--- src/sv/tkse_pkg.sv ---
// Shared types, byte constants and key tables of the terminal key sequence encoder.
package tkse_pkg;

    // Request kinds.
    localparam logic [1:0] REQ_CHAR        = 2'd0;
    localparam logic [1:0] REQ_KEY         = 2'd1;
    localparam logic [1:0] REQ_PASTE_START = 2'd2;
    localparam logic [1:0] REQ_PASTE_END   = 2'd3;

    // Configuration register indexes.
    localparam logic [1:0] CFG_NEWLINE  = 2'd0;
    localparam logic [1:0] CFG_CURSOR   = 2'd1;
    localparam logic [1:0] CFG_KEYPAD   = 2'd2;
    localparam logic [1:0] CFG_BRACKET  = 2'd3;

    // Key table entry kinds.
    localparam logic [2:0] KIND_NONE   = 3'd0;
    localparam logic [2:0] KIND_LIT    = 3'd1;
    localparam logic [2:0] KIND_TAB    = 3'd2;
    localparam logic [2:0] KIND_ENTER  = 3'd3;
    localparam logic [2:0] KIND_SS3    = 3'd4;
    localparam logic [2:0] KIND_CSINUM = 3'd5;
    localparam logic [2:0] KIND_CURSOR = 3'd6;

    // Keypad key code range.
    localparam logic [5:0] KEYPAD_FIRST = 6'd28;
    localparam logic [5:0] KEYPAD_LAST  = 6'd45;

    // Bytes used in the generated sequences.
    localparam logic [7:0] CH_ESC    = 8'h1B;
    localparam logic [7:0] CH_LBRACK = 8'h5B;
    localparam logic [7:0] CH_O      = 8'h4F;
    localparam logic [7:0] CH_SEMI   = 8'h3B;
    localparam logic [7:0] CH_U      = 8'h75;
    localparam logic [7:0] CH_Z      = 8'h5A;
    localparam logic [7:0] CH_TILDE  = 8'h7E;
    localparam logic [7:0] CH_ZERO   = 8'h30;
    localparam logic [7:0] CH_ONE    = 8'h31;
    localparam logic [7:0] CH_CR     = 8'h0D;
    localparam logic [7:0] CH_LF     = 8'h0A;
    localparam logic [7:0] CH_TAB    = 8'h09;
    localparam logic [7:0] CH_DEL    = 8'h7F;

    localparam logic [20:0] CTRL_MASK = 21'h1F;

    // Number of head and tail bytes a plan can hold.
    localparam int HEAD_BYTES = 5;
    localparam int TAIL_BYTES = 3;
    localparam int DEC_DIGITS = 7;

    // Multiples d * 10^k of every decimal place: entry [k][d-1].
    localparam logic [23:0] DEC_THRESH [DEC_DIGITS][9] = '{
        '{24'd1, 24'd2, 24'd3, 24'd4, 24'd5, 24'd6, 24'd7, 24'd8, 24'd9},
        '{24'd10, 24'd20, 24'd30, 24'd40, 24'd50, 24'd60, 24'd70, 24'd80, 24'd90},
        '{24'd100, 24'd200, 24'd300, 24'd400, 24'd500, 24'd600, 24'd700, 24'd800,
          24'd900},
        '{24'd1000, 24'd2000, 24'd3000, 24'd4000, 24'd5000, 24'd6000, 24'd7000,
          24'd8000, 24'd9000},
        '{24'd10000, 24'd20000, 24'd30000, 24'd40000, 24'd50000, 24'd60000,
          24'd70000, 24'd80000, 24'd90000},
        '{24'd100000, 24'd200000, 24'd300000, 24'd400000, 24'd500000, 24'd600000,
          24'd700000, 24'd800000, 24'd900000},
        '{24'd1000000, 24'd2000000, 24'd3000000, 24'd4000000, 24'd5000000,
          24'd6000000, 24'd7000000, 24'd8000000, 24'd9000000}
    };

    typedef struct packed {
        logic newline;
        logic cursor_app;
        logic keypad_app;
        logic bracketed;
    } cfg_t;

    // One event's byte sequence: literal head, optional decimal number, literal tail.
    typedef struct packed {
        logic [HEAD_BYTES-1:0][7:0] head;
        logic [2:0]                 head_len;
        logic                       num_en;
        logic [20:0]                num_val;
        logic [2:0]                 num_top;
        logic [TAIL_BYTES-1:0][7:0] tail;
        logic [1:0]                 tail_len;
    } plan_t;

    typedef struct packed {
        logic [2:0] kind;
        logic [7:0] ch;
        logic [7:0] num;
    } key_entry_t;

    // Editing and function keys.
    function automatic key_entry_t key_lookup(input logic [5:0] key);
        key_entry_t e;
        e = '{KIND_NONE, 8'h00, 8'd0};
        unique case (key)
            6'd1:  e = '{KIND_ENTER, CH_CR, 8'd0};
            6'd2:  e = '{KIND_TAB, CH_TAB, 8'd0};
            6'd3:  e = '{KIND_LIT, CH_DEL, 8'd0};
            6'd4:  e = '{KIND_LIT, CH_ESC, 8'd0};
            6'd5:  e = '{KIND_CURSOR, 8'h41, 8'd0};
            6'd6:  e = '{KIND_CURSOR, 8'h42, 8'd0};
            6'd7:  e = '{KIND_CURSOR, 8'h44, 8'd0};
            6'd8:  e = '{KIND_CURSOR, 8'h43, 8'd0};
            6'd9:  e = '{KIND_CSINUM, CH_TILDE, 8'd2};
            6'd10: e = '{KIND_CSINUM, CH_TILDE, 8'd3};
            6'd11: e = '{KIND_CURSOR, 8'h48, 8'd0};
            6'd12: e = '{KIND_CURSOR, 8'h46, 8'd0};
            6'd13: e = '{KIND_CSINUM, CH_TILDE, 8'd5};
            6'd14: e = '{KIND_CSINUM, CH_TILDE, 8'd6};
            6'd16: e = '{KIND_SS3, 8'h50, 8'd0};
            6'd17: e = '{KIND_SS3, 8'h51, 8'd0};
            6'd18: e = '{KIND_SS3, 8'h52, 8'd0};
            6'd19: e = '{KIND_SS3, 8'h53, 8'd0};
            6'd20: e = '{KIND_CSINUM, CH_TILDE, 8'd15};
            6'd21: e = '{KIND_CSINUM, CH_TILDE, 8'd17};
            6'd22: e = '{KIND_CSINUM, CH_TILDE, 8'd18};
            6'd23: e = '{KIND_CSINUM, CH_TILDE, 8'd19};
            6'd24: e = '{KIND_CSINUM, CH_TILDE, 8'd20};
            6'd25: e = '{KIND_CSINUM, CH_TILDE, 8'd21};
            6'd26: e = '{KIND_CSINUM, CH_TILDE, 8'd23};
            6'd27: e = '{KIND_CSINUM, CH_TILDE, 8'd24};
            default: e = '{KIND_NONE, 8'h00, 8'd0};
        endcase
        return e;
    endfunction

    // Keypad byte, numeric or application form.
    function automatic logic [7:0] keypad_char(input logic [5:0] key, input logic app);
        logic [7:0] n;
        logic [7:0] a;
        n = 8'h30;
        a = 8'h70;
        unique case (key)
            6'd28: begin n = 8'h30; a = 8'h70; end
            6'd29: begin n = 8'h31; a = 8'h71; end
            6'd30: begin n = 8'h32; a = 8'h72; end
            6'd31: begin n = 8'h33; a = 8'h73; end
            6'd32: begin n = 8'h34; a = 8'h74; end
            6'd33: begin n = 8'h35; a = 8'h75; end
            6'd34: begin n = 8'h36; a = 8'h76; end
            6'd35: begin n = 8'h37; a = 8'h77; end
            6'd36: begin n = 8'h38; a = 8'h78; end
            6'd37: begin n = 8'h39; a = 8'h79; end
            6'd38: begin n = 8'h2A; a = 8'h6A; end
            6'd39: begin n = 8'h2B; a = 8'h6B; end
            6'd40: begin n = 8'h2C; a = 8'h6C; end
            6'd41: begin n = 8'h2D; a = 8'h6D; end
            6'd42: begin n = 8'h2E; a = 8'h6E; end
            6'd43: begin n = 8'h2F; a = 8'h6F; end
            6'd44: begin n = CH_LF; a = 8'h4D; end
            6'd45: begin n = 8'h3D; a = 8'h58; end
            default: begin n = 8'h30; a = 8'h70; end
        endcase
        return app ? a : n;
    endfunction

endpackage

--- src/sv/tkse_encoder.sv ---
// Combinational encoder that turns one event into a head/number/tail byte plan.
module tkse_encoder (
    input  logic [1:0]          req_type,
    input  logic [20:0]         code_point,
    input  logic [5:0]          key_code,
    input  logic [2:0]          modifier,
    input  tkse_pkg::cfg_t      cfg,
    output tkse_pkg::plan_t     plan
);

    function automatic logic [7:0] mod_digit(input logic [2:0] m);
        return tkse_pkg::CH_ONE + {5'b0, m};
    endfunction

    // ESC [ value ; mod+1 u
    function automatic tkse_pkg::plan_t csi_u(input logic [20:0] v, input logic [2:0] m);
        tkse_pkg::plan_t p;
        p = '0;
        p.head[0]  = tkse_pkg::CH_ESC;
        p.head[1]  = tkse_pkg::CH_LBRACK;
        p.head_len = 3'd2;
        p.num_en   = 1'b1;
        p.num_val  = v;
        p.tail[0]  = tkse_pkg::CH_SEMI;
        p.tail[1]  = mod_digit(m);
        p.tail[2]  = tkse_pkg::CH_U;
        p.tail_len = 2'd3;
        return p;
    endfunction

    // UTF-8 bytes of c, with an optional ESC in front.
    function automatic tkse_pkg::plan_t utf8(input logic [20:0] c, input logic alt);
        tkse_pkg::plan_t p;
        logic [3:0][7:0] b;
        logic [2:0] n;
        p = '0;
        b = '0;
        if (c < 21'h80) begin
            b[0] = c[7:0];
            n = 3'd1;
        end else if (c < 21'h800) begin
            b[0] = 8'hC0 | {3'b0, c[10:6]};
            b[1] = 8'h80 | {2'b0, c[5:0]};
            n = 3'd2;
        end else if (c < 21'h10000) begin
            b[0] = 8'hE0 | {4'b0, c[15:12]};
            b[1] = 8'h80 | {2'b0, c[11:6]};
            b[2] = 8'h80 | {2'b0, c[5:0]};
            n = 3'd3;
        end else begin
            b[0] = 8'hF0 | {5'b0, c[20:18]};
            b[1] = 8'h80 | {2'b0, c[17:12]};
            b[2] = 8'h80 | {2'b0, c[11:6]};
            b[3] = 8'h80 | {2'b0, c[5:0]};
            n = 3'd4;
        end
        if (alt) begin
            p.head[0] = tkse_pkg::CH_ESC;
            p.head[1] = b[0];
            p.head[2] = b[1];
            p.head[3] = b[2];
            p.head[4] = b[3];
            p.head_len = n + 3'd1;
        end else begin
            p.head[0] = b[0];
            p.head[1] = b[1];
            p.head[2] = b[2];
            p.head[3] = b[3];
            p.head_len = n;
        end
        return p;
    endfunction

    function automatic tkse_pkg::plan_t key_literal(input logic [7:0] ch, input logic [2:0] m);
        tkse_pkg::plan_t p;
        p = '0;
        if (m[0] || m[2]) begin
            p = csi_u({13'b0, ch}, m);
        end else if (m[1]) begin
            p.head[0]  = tkse_pkg::CH_ESC;
            p.head[1]  = ch;
            p.head_len = 3'd2;
        end else begin
            p.head[0]  = ch;
            p.head_len = 3'd1;
        end
        return p;
    endfunction

    // ESC [ ch, or ESC [ 1 ; mod+1 ch with modifiers.
    function automatic tkse_pkg::plan_t key_csi(input logic [7:0] ch, input logic [2:0] m);
        tkse_pkg::plan_t p;
        p = '0;
        p.head[0] = tkse_pkg::CH_ESC;
        p.head[1] = tkse_pkg::CH_LBRACK;
        if (m != 3'd0) begin
            p.head_len = 3'd2;
            p.num_en   = 1'b1;
            p.num_val  = 21'd1;
            p.tail[0]  = tkse_pkg::CH_SEMI;
            p.tail[1]  = mod_digit(m);
            p.tail[2]  = ch;
            p.tail_len = 2'd3;
        end else begin
            p.head[2]  = ch;
            p.head_len = 3'd3;
        end
        return p;
    endfunction

    function automatic tkse_pkg::plan_t key_ss3(input logic [7:0] ch, input logic [2:0] m);
        tkse_pkg::plan_t p;
        p = '0;
        if (m == 3'd0) begin
            p.head[0]  = tkse_pkg::CH_ESC;
            p.head[1]  = tkse_pkg::CH_O;
            p.head[2]  = ch;
            p.head_len = 3'd3;
        end else begin
            p = key_csi(ch, m);
        end
        return p;
    endfunction

    tkse_pkg::plan_t    p;
    tkse_pkg::key_entry_t ke;
    logic [2:0]         cm;
    logic               csiu;
    logic [20:0]        cc;
    logic [2:0]         top;

    always_comb begin
        p    = '0;
        ke   = tkse_pkg::key_lookup(key_code);
        cm   = modifier;
        csiu = 1'b0;
        cc   = code_point;
        unique case (req_type)
            tkse_pkg::REQ_CHAR: begin
                // Shift only counts on space.
                if (code_point != 21'h20) begin
                    cm[0] = 1'b0;
                end
                if (cm == 3'd0) begin
                    p = utf8(code_point, 1'b0);
                end else begin
                    if (code_point == 21'h69 || code_point == 21'h6A ||
                        code_point == 21'h6D || code_point == 21'h5B) begin
                        csiu = 1'b1;
                    end else if (code_point == 21'h5C || code_point == 21'h5D ||
                                 code_point == 21'h5E || code_point == 21'h5F) begin
                        csiu = 1'b0;
                    end else if (code_point == 21'h20) begin
                        csiu = cm[0];
                    end else begin
                        csiu = (code_point < 21'h61) || (code_point > 21'h7A);
                    end
                    if (csiu && (cm[0] || cm[2])) begin
                        p = csi_u(code_point, cm);
                    end else begin
                        if (cm[2]) begin
                            cc = code_point & tkse_pkg::CTRL_MASK;
                        end
                        p = utf8(cc, cm[1]);
                    end
                end
            end
            tkse_pkg::REQ_KEY: begin
                if (key_code >= tkse_pkg::KEYPAD_FIRST && key_code <= tkse_pkg::KEYPAD_LAST) begin
                    if (cfg.keypad_app) begin
                        p = key_ss3(tkse_pkg::keypad_char(key_code, 1'b1), modifier);
                    end else begin
                        p = key_literal(tkse_pkg::keypad_char(key_code, 1'b0), modifier);
                    end
                end else begin
                    unique case (ke.kind)
                        tkse_pkg::KIND_TAB: begin
                            if (modifier == 3'd1) begin
                                p.head[0]  = tkse_pkg::CH_ESC;
                                p.head[1]  = tkse_pkg::CH_LBRACK;
                                p.head[2]  = tkse_pkg::CH_Z;
                                p.head_len = 3'd3;
                            end else if (modifier[0]) begin
                                p = key_csi(tkse_pkg::CH_Z, modifier);
                            end else begin
                                p = key_literal(ke.ch, modifier);
                            end
                        end
                        tkse_pkg::KIND_ENTER: begin
                            if (cfg.newline) begin
                                p.head[0]  = tkse_pkg::CH_CR;
                                p.head[1]  = tkse_pkg::CH_LF;
                                p.head_len = 3'd2;
                            end else begin
                                p = key_literal(ke.ch, modifier);
                            end
                        end
                        tkse_pkg::KIND_LIT: p = key_literal(ke.ch, modifier);
                        tkse_pkg::KIND_SS3: p = key_ss3(ke.ch, modifier);
                        tkse_pkg::KIND_CSINUM: begin
                            p.head[0]  = tkse_pkg::CH_ESC;
                            p.head[1]  = tkse_pkg::CH_LBRACK;
                            p.head_len = 3'd2;
                            p.num_en   = 1'b1;
                            p.num_val  = {13'b0, ke.num};
                            if (modifier != 3'd0) begin
                                p.tail[0]  = tkse_pkg::CH_SEMI;
                                p.tail[1]  = mod_digit(modifier);
                                p.tail[2]  = ke.ch;
                                p.tail_len = 2'd3;
                            end else begin
                                p.tail[0]  = ke.ch;
                                p.tail_len = 2'd1;
                            end
                        end
                        tkse_pkg::KIND_CURSOR: begin
                            if (cfg.cursor_app) begin
                                p = key_ss3(ke.ch, modifier);
                            end else begin
                                p = key_csi(ke.ch, modifier);
                            end
                        end
                        default: p = '0;
                    endcase
                end
            end
            tkse_pkg::REQ_PASTE_START, tkse_pkg::REQ_PASTE_END: begin
                if (cfg.bracketed) begin
                    p.head[0]  = tkse_pkg::CH_ESC;
                    p.head[1]  = tkse_pkg::CH_LBRACK;
                    p.head_len = 3'd2;
                    p.num_en   = 1'b1;
                    p.num_val  = (req_type == tkse_pkg::REQ_PASTE_START) ? 21'd200 : 21'd201;
                    p.tail[0]  = tkse_pkg::CH_TILDE;
                    p.tail_len = 2'd1;
                end
            end
        endcase
    end

    // Place of the leading decimal digit.
    always_comb begin
        top = 3'd0;
        for (int k = 1; k < tkse_pkg::DEC_DIGITS; k++) begin
            if ({3'b0, p.num_val} >= tkse_pkg::DEC_THRESH[k][0]) begin
                top = top + 3'd1;
            end
        end
    end

    always_comb begin
        plan = p;
        plan.num_top = p.num_en ? top : 3'd0;
    end

endmodule

--- src/sv/tkse_serializer.sv ---
// Result register holding one byte plan, sent a byte per cycle while out_ready is high.
module tkse_serializer (
    input  logic            clk,
    input  logic            rst_n,
    input  logic            load,
    input  tkse_pkg::plan_t plan_in,
    output logic            busy,
    output logic            done,
    output logic            out_valid,
    input  logic            out_ready,
    output logic [7:0]      out_byte,
    output logic            last_byte
);

    localparam logic [1:0] PH_HEAD = 2'd0;
    localparam logic [1:0] PH_NUM  = 2'd1;
    localparam logic [1:0] PH_TAIL = 2'd2;

    logic            busy_reg;
    logic [1:0]      phase_reg, phase_next;
    logic [2:0]      idx_reg, idx_next;
    tkse_pkg::plan_t plan_reg;
    logic [20:0]     rem_reg;

    logic [8:0]      ge;
    logic [3:0]      digit;
    logic [23:0]     sub;
    logic            is_last;
    logic            fire;
    logic [1:0]      start_phase;
    logic [2:0]      start_idx;

    // Leading digit of the remainder at the current decimal place.
    always_comb begin
        sub   = 24'd0;
        digit = 4'd0;
        for (int d = 0; d < 9; d++) begin
            ge[d] = {3'b0, rem_reg} >= tkse_pkg::DEC_THRESH[idx_reg][d];
            if (ge[d]) begin
                sub   = tkse_pkg::DEC_THRESH[idx_reg][d];
                digit = 4'(d + 1);
            end
        end
    end

    always_comb begin
        out_byte = 8'h00;
        is_last  = 1'b0;
        unique case (phase_reg)
            PH_HEAD: begin
                out_byte = plan_reg.head[idx_reg];
                is_last  = (idx_reg == plan_reg.head_len - 3'd1) && !plan_reg.num_en &&
                           (plan_reg.tail_len == 2'd0);
            end
            PH_NUM: begin
                out_byte = tkse_pkg::CH_ZERO + {4'b0, digit};
                is_last  = (idx_reg == 3'd0) && (plan_reg.tail_len == 2'd0);
            end
            PH_TAIL: begin
                out_byte = plan_reg.tail[idx_reg[1:0]];
                is_last  = (idx_reg[1:0] == plan_reg.tail_len - 2'd1);
            end
            default: begin
                out_byte = 8'h00;
                is_last  = 1'b0;
            end
        endcase
    end

    assign busy      = busy_reg;
    assign out_valid = busy_reg;
    assign last_byte = is_last;
    assign fire      = busy_reg && out_ready;
    assign done      = fire && is_last;

    always_comb begin
        if (plan_in.head_len != 3'd0) begin
            start_phase = PH_HEAD;
            start_idx   = 3'd0;
        end else if (plan_in.num_en) begin
            start_phase = PH_NUM;
            start_idx   = plan_in.num_top;
        end else begin
            start_phase = PH_TAIL;
            start_idx   = 3'd0;
        end
    end

    always_comb begin
        phase_next = phase_reg;
        idx_next   = idx_reg;
        unique case (phase_reg)
            PH_HEAD: begin
                if (idx_reg == plan_reg.head_len - 3'd1) begin
                    if (plan_reg.num_en) begin
                        phase_next = PH_NUM;
                        idx_next   = plan_reg.num_top;
                    end else begin
                        phase_next = PH_TAIL;
                        idx_next   = 3'd0;
                    end
                end else begin
                    idx_next = idx_reg + 3'd1;
                end
            end
            PH_NUM: begin
                if (idx_reg == 3'd0) begin
                    phase_next = PH_TAIL;
                end else begin
                    idx_next = idx_reg - 3'd1;
                end
            end
            PH_TAIL: idx_next = idx_reg + 3'd1;
            default: begin
                phase_next = PH_HEAD;
                idx_next   = 3'd0;
            end
        endcase
    end

    always_ff @(posedge clk or negedge rst_n) begin
        if (!rst_n) begin
            busy_reg  <= 1'b0;
            phase_reg <= PH_HEAD;
            idx_reg   <= 3'd0;
        end else if (load) begin
            busy_reg  <= 1'b1;
            phase_reg <= start_phase;
            idx_reg   <= start_idx;
        end else if (done) begin
            busy_reg  <= 1'b0;
        end else if (fire) begin
            phase_reg <= phase_next;
            idx_reg   <= idx_next;
        end
    end

    always_ff @(posedge clk) begin
        if (load) begin
            plan_reg <= plan_in;
            rem_reg  <= plan_in.num_val;
        end else if (fire && phase_reg == PH_NUM) begin
            rem_reg  <= rem_reg - sub[20:0];
        end
    end

endmodule

--- src/sv/terminal_key_sequence_encoder_top.sv ---
// Top level of the terminal key sequence encoder: input register, encoder and byte output.
//
// Each accepted event word is turned into the bytes a VT/xterm terminal sends to the
// host and delivered one byte per output word, with last_byte set on the final byte.
// An event of n bytes (one to twelve) holds the output until its last byte, one byte per
// cycle while out_ready stays high; events that produce nothing (unused keys, paste
// markers outside bracketed-paste mode) are dropped in the cycle after acceptance.
// The byte rate is set by the output register, which sends a head of literal bytes,
// then an optional decimal number one digit per cycle, then a tail of literal bytes.
// An event enters the input register and is encoded while the previous event's bytes
// are still going out, so consecutive events leave no gap on the output. Each event
// passes the input register, then the output register. Configuration is written
// through cfg_we, cfg_index and cfg_data and should change only while the block is idle.
module terminal_key_sequence_encoder_top (
    input  logic        clk,
    input  logic        rst_n,
    input  logic        in_valid,
    output logic        in_ready,
    input  logic [1:0]  req_type,
    input  logic [20:0] code_point,
    input  logic [5:0]  key_code,
    input  logic [2:0]  modifier,
    output logic        out_valid,
    input  logic        out_ready,
    output logic [7:0]  out_byte,
    output logic        last_byte,
    input  logic        cfg_we,
    input  logic [1:0]  cfg_index,
    input  logic        cfg_data
);

    tkse_pkg::cfg_t  cfg_reg;

    // Input register: one event word waiting to be encoded.
    logic            in_full_reg;
    logic [1:0]      req_type_reg;
    logic [20:0]     code_point_reg;
    logic [5:0]      key_code_reg;
    logic [2:0]      modifier_reg;

    tkse_pkg::plan_t plan;
    logic            plan_empty;
    logic            ser_busy;
    logic            ser_done;
    logic            can_load;
    logic            consume;
    logic            load;

    always_ff @(posedge clk or negedge rst_n) begin
        if (!rst_n) begin
            cfg_reg <= '0;
        end else if (cfg_we) begin
            unique case (cfg_index)
                tkse_pkg::CFG_NEWLINE: cfg_reg.newline    <= cfg_data;
                tkse_pkg::CFG_CURSOR:  cfg_reg.cursor_app <= cfg_data;
                tkse_pkg::CFG_KEYPAD:  cfg_reg.keypad_app <= cfg_data;
                tkse_pkg::CFG_BRACKET: cfg_reg.bracketed  <= cfg_data;
            endcase
        end
    end

    tkse_encoder u_encoder (
        .req_type   (req_type_reg),
        .code_point (code_point_reg),
        .key_code   (key_code_reg),
        .modifier   (modifier_reg),
        .cfg        (cfg_reg),
        .plan       (plan)
    );

    assign plan_empty = (plan.head_len == 3'd0) && !plan.num_en && (plan.tail_len == 2'd0);

    // The output register can take a new plan when it is empty or sends its last byte now.
    assign can_load = !ser_busy || ser_done;
    assign consume  = in_full_reg && (plan_empty || can_load);
    assign load     = in_full_reg && !plan_empty && can_load;
    assign in_ready = !in_full_reg || consume;

    always_ff @(posedge clk or negedge rst_n) begin
        if (!rst_n) begin
            in_full_reg <= 1'b0;
        end else if (in_ready) begin
            in_full_reg <= in_valid;
        end
    end

    always_ff @(posedge clk) begin
        if (in_valid && in_ready) begin
            req_type_reg   <= req_type;
            code_point_reg <= code_point;
            key_code_reg   <= key_code;
            modifier_reg   <= modifier;
        end
    end

    tkse_serializer u_serializer (
        .clk       (clk),
        .rst_n     (rst_n),
        .load      (load),
        .plan_in   (plan),
        .busy      (ser_busy),
        .done      (ser_done),
        .out_valid (out_valid),
        .out_ready (out_ready),
        .out_byte  (out_byte),
        .last_byte (last_byte)
    );

endmodule

--- config.mk ---
export PLATFORM = sky130hd
export DESIGN_NAME = terminal_key_sequence_encoder_top
export DESIGN_NICKNAME = d
export VERILOG_FILES = /design/src/sv/tkse_pkg.sv /design/src/sv/tkse_encoder.sv /design/src/sv/tkse_serializer.sv /design/src/sv/terminal_key_sequence_encoder_top.sv
export SDC_FILE = /design/constraint.sdc
export NUM_CORES = 1
export LEC_CHECK = 0
export ABC_AREA = 1
export BUFFER_PORTS_ARGS = -buffer_cell sky130_fd_sc_hd__buf_2
export CAP_MARGIN = 20
export CORE_ASPECT_RATIO = 0.75
export CORE_MARGIN = 2
export CORE_UTILIZATION = 25
export DETAILED_ROUTE_END_ITERATION = 12
export GPL_TIMING_DRIVEN = 0
export PLACE_DENSITY = 0.38
export SLEW_MARGIN = 20
export SYNTH_ARGS = -nofsm -noshare
export SYNTH_HDL_FRONTEND = slang
export SYNTH_SLANG_ARGS = --single-unit
--- constraint.sdc ---
create_clock -name clk -period 7.5 [get_ports clk]
set_clock_uncertainty 0.1 [all_clocks]
set_input_delay 0.375 -clock clk [delete_from_list [all_inputs] [get_ports clk]]
set_output_delay 0.375 -clock clk [all_outputs]
set_load 0.02 [all_outputs]
==> results_dict.tcl <==
set metrics [dict create \
    status "finished, final reports clean" \
    cp_common_cell "nand2_1" \
    dr.pass1.iters 6 \
    ys_types 65 \
    post-route-util_pct 29.8 \
    wl_per_cell_um 24.5 \
    wl_met2_um 29800 \
    drc 0 \
    post-route-min-period_ns 7.20 \
    hold_start "key_code[4]" \
    grt_pass1_vias 16717 \
    vias 17964 \
    arrival_ns 7.32 \
    yosys-top-cells-count "nand2_1 (511), inv_1 (236), nor2_1 (229)" \
    wl_met3_um 7020 \
    min_path_type "input port to flip-flop" \
    synth_ff_type "edfxtp_1" \
    area_growth_pct 17.9 \
    drtIter0Drc 2133 \
    reg2reg_slack_ns 0.30 \
    grtUsageTotal_pct 24.5 \
    multi_input_area_um2 10700 \
    place_area_um2 17500 \
    antenna_found_initial 4 \
    port_buffers 50 \
    dr.max_layer_used "met4" \
    grt-ovfl-total 0 \
    dpl.hpwl_um 64200 \
    synth_area_leader_cell "edfxtp_1" \
    initial_core_util_pct 25.2 \
    synthArstFlopShare_pct 7.14 \
    insertedDiodeCount 0 \
    slowest_stage "dfrtp_2" \
    die_width_um 296 \
    yosysWarnings 0 \
    grt_max_degree 45 \
    ff2ff_path_depth 36 \
    holdWs_ns 0.0229 \
    fmax_ghz 0.139 \
    gp_congestion 1.03 \
    path_class "flip-flop to flip-flop" \
    cts_max_path_buffers 2 \
    synth.avg_cell_area_um2 6.96 \
    ioPinCount 51 \
    synth_top_area_share_pct 22.1 \
    core_um2 63600 \
    dieArea_um2 66200 \
    hold_viol 0 \
    ant_nets 0 \
    critPathCaptureType "flip-flop" \
    endpoint "u_serializer.rem_reg[19]" \
    relSlewSlack_pct 32.8 \
    numCtsBuffers 17 \
    cp-start-kind "flip-flop" \
    ys_ff_latch 154 \
    fin_area_um2 18900 \
    n_fill_cell 7008 \
    synth_area_um2 16000 \
    synthMostInstantiatedCell "nand2_1" \
    slowest_delay_ns 0.45 \
    syn_inst 2306 \
    cts-root-buf "clkbuf_16" \
    setup_ws_ns 0.295 \
    clk_latency_ns 0.48 \
    wirelength_um 81100 \
    setup_violations 0 \
    cts_tree "yes" \
    synth_area_leaders "edfxtp_1 (22%), ha_1 (14%), nand2_1 (12%), o21ai_0 (6.7%), a21oi_1 (6.0%)" \
    htreeDepth 4 \
    seqCellArea_um2 4320 \
    r2r_end "u_serializer.rem_reg[19]" \
    seq_area_frac_synth_pct 26.9 \
    drive_gt1_share_pct 10.3 \
    maxSlewViolCount 0 \
    rsz0062_at_grt "false" \
    cts.reportedPaths.clkPinSlew_ns 0.07 \
    finalCritPeriodShare_pct 96.1 \
    synth_edf_count 118 \
    startpoint "u_serializer.idx_reg[0]" \
    row_count 80 \
    path_max_fanout 13 \
    syn_nets 2523 \
    final_nets 2656 \
    grt_pass1_wl_um 118000 \
    r2r-start "u_serializer.idx_reg[0]" \
    die_h_um 223 \
    crit_required_ns 7.62 \
    post-place-ws_ns -2.54 \
    max_cap_viol_count 0 \
    viasPerCell 5.42 \
    cts_sinks 154 \
    worst_slew_pin_slew_ns 0.999 \
    drt-met1-wl_um 43100 \
]
-- how the worst min path moves through the flow --
stage,to,slack (ns),depth (start not counted)
after floorplan,cfg_reg[0],-0.02,0
after global placement,cfg_reg[0],0.17,1
after detailed placement,cfg_reg[0],0.18,1
after CTS,key_code_reg[4],0.002,1
after global routing,key_code_reg[4],0.007,1
final,key_code_reg[4],0.02,1
-- cells in the final DEF, fill, tap and decap left out, drive strengths merged, types with 6 or more instances in the layout --
cell type,count
nand2,526
inv,255
nor2,249
o21ai,223
a21oi,193
ha,176
nand3,124
edfxtp,118
buf,100
clkbuf,70
nand4,52
o211ai,40
nor3,37
dlygate4sd3,32
o22ai,27
dfxtp,25
o221ai,23
a211oi,19
xor2,13
xnor2,13
o21a,12
dfrtp,11
a21boi,11
o2111ai,10
clkinvlp,9
a31oi,9
nor4,9
a22oi,8
o31ai,8
clkinv,6
-- final cells by class --
class | count | area share, %
Clock buffer | 17 | 2.25
Timing Repair Buffer | 114 | 4.54
Sequential cell | 154 | 22.9
Multi-Input combinational cell | 1823 | 56.3
Clock inverter | 15 | 1.07
Inverter | 258 | 5.29
Buffer | 71 | 1.95
Tap cell | 861 | 5.70
-- per-layer routing --
layer | vias up | global-route usage [%]
li1 | 8350 | -
met1 | 8743 | 40.8
met2 | 813 | 31.1
met3 | 58 | 5.06
met4 | 0 | 4.04
met5 | - | 0
-- logic make-up after synthesis --
family                     share of synthesized area [%]
AOI/OAI and AO/OA                                   22.4
xor gates and xnor gates                            1.42
adders and majority gates                           13.9
buffers and inverters                               8.03
DFF                                                 26.9
and+or+nand+nor                                     27.4
-- repair_timing --
item / 4_1_cts / 5_1_grt
resized for setup: 54 / 44
hold buffers: 32 / 0
endpoints found under the setup margin: 25 / 8
pin swaps: 2 / 6
setup buffers: 10 / 18
endpoints found under the hold margin: 42 / 0
-- critical path, delay by kind of cell, from the launching register on --
kind,cells,cell delay (ns)
simple gates,9,0.78
compound gates,15,2.91
flops,1,0.45
xor+xnor,1,0.16
buf+inv,7,1.42
fa+ha+maj,4,1.11
-- through the flow --
step           std cells  setup TNS, ns
2_1_floorplan       2306              0
3_3_place_gp        3217         -52.98
3_5_place_dp        3221         -30.94
4_1_cts             3295              0
5_1_grt             3313              0
6_report            3313              0
Power is not shown: default switching activity piles up to over one toggle a cycle in this logic, so the estimate is an artifact.
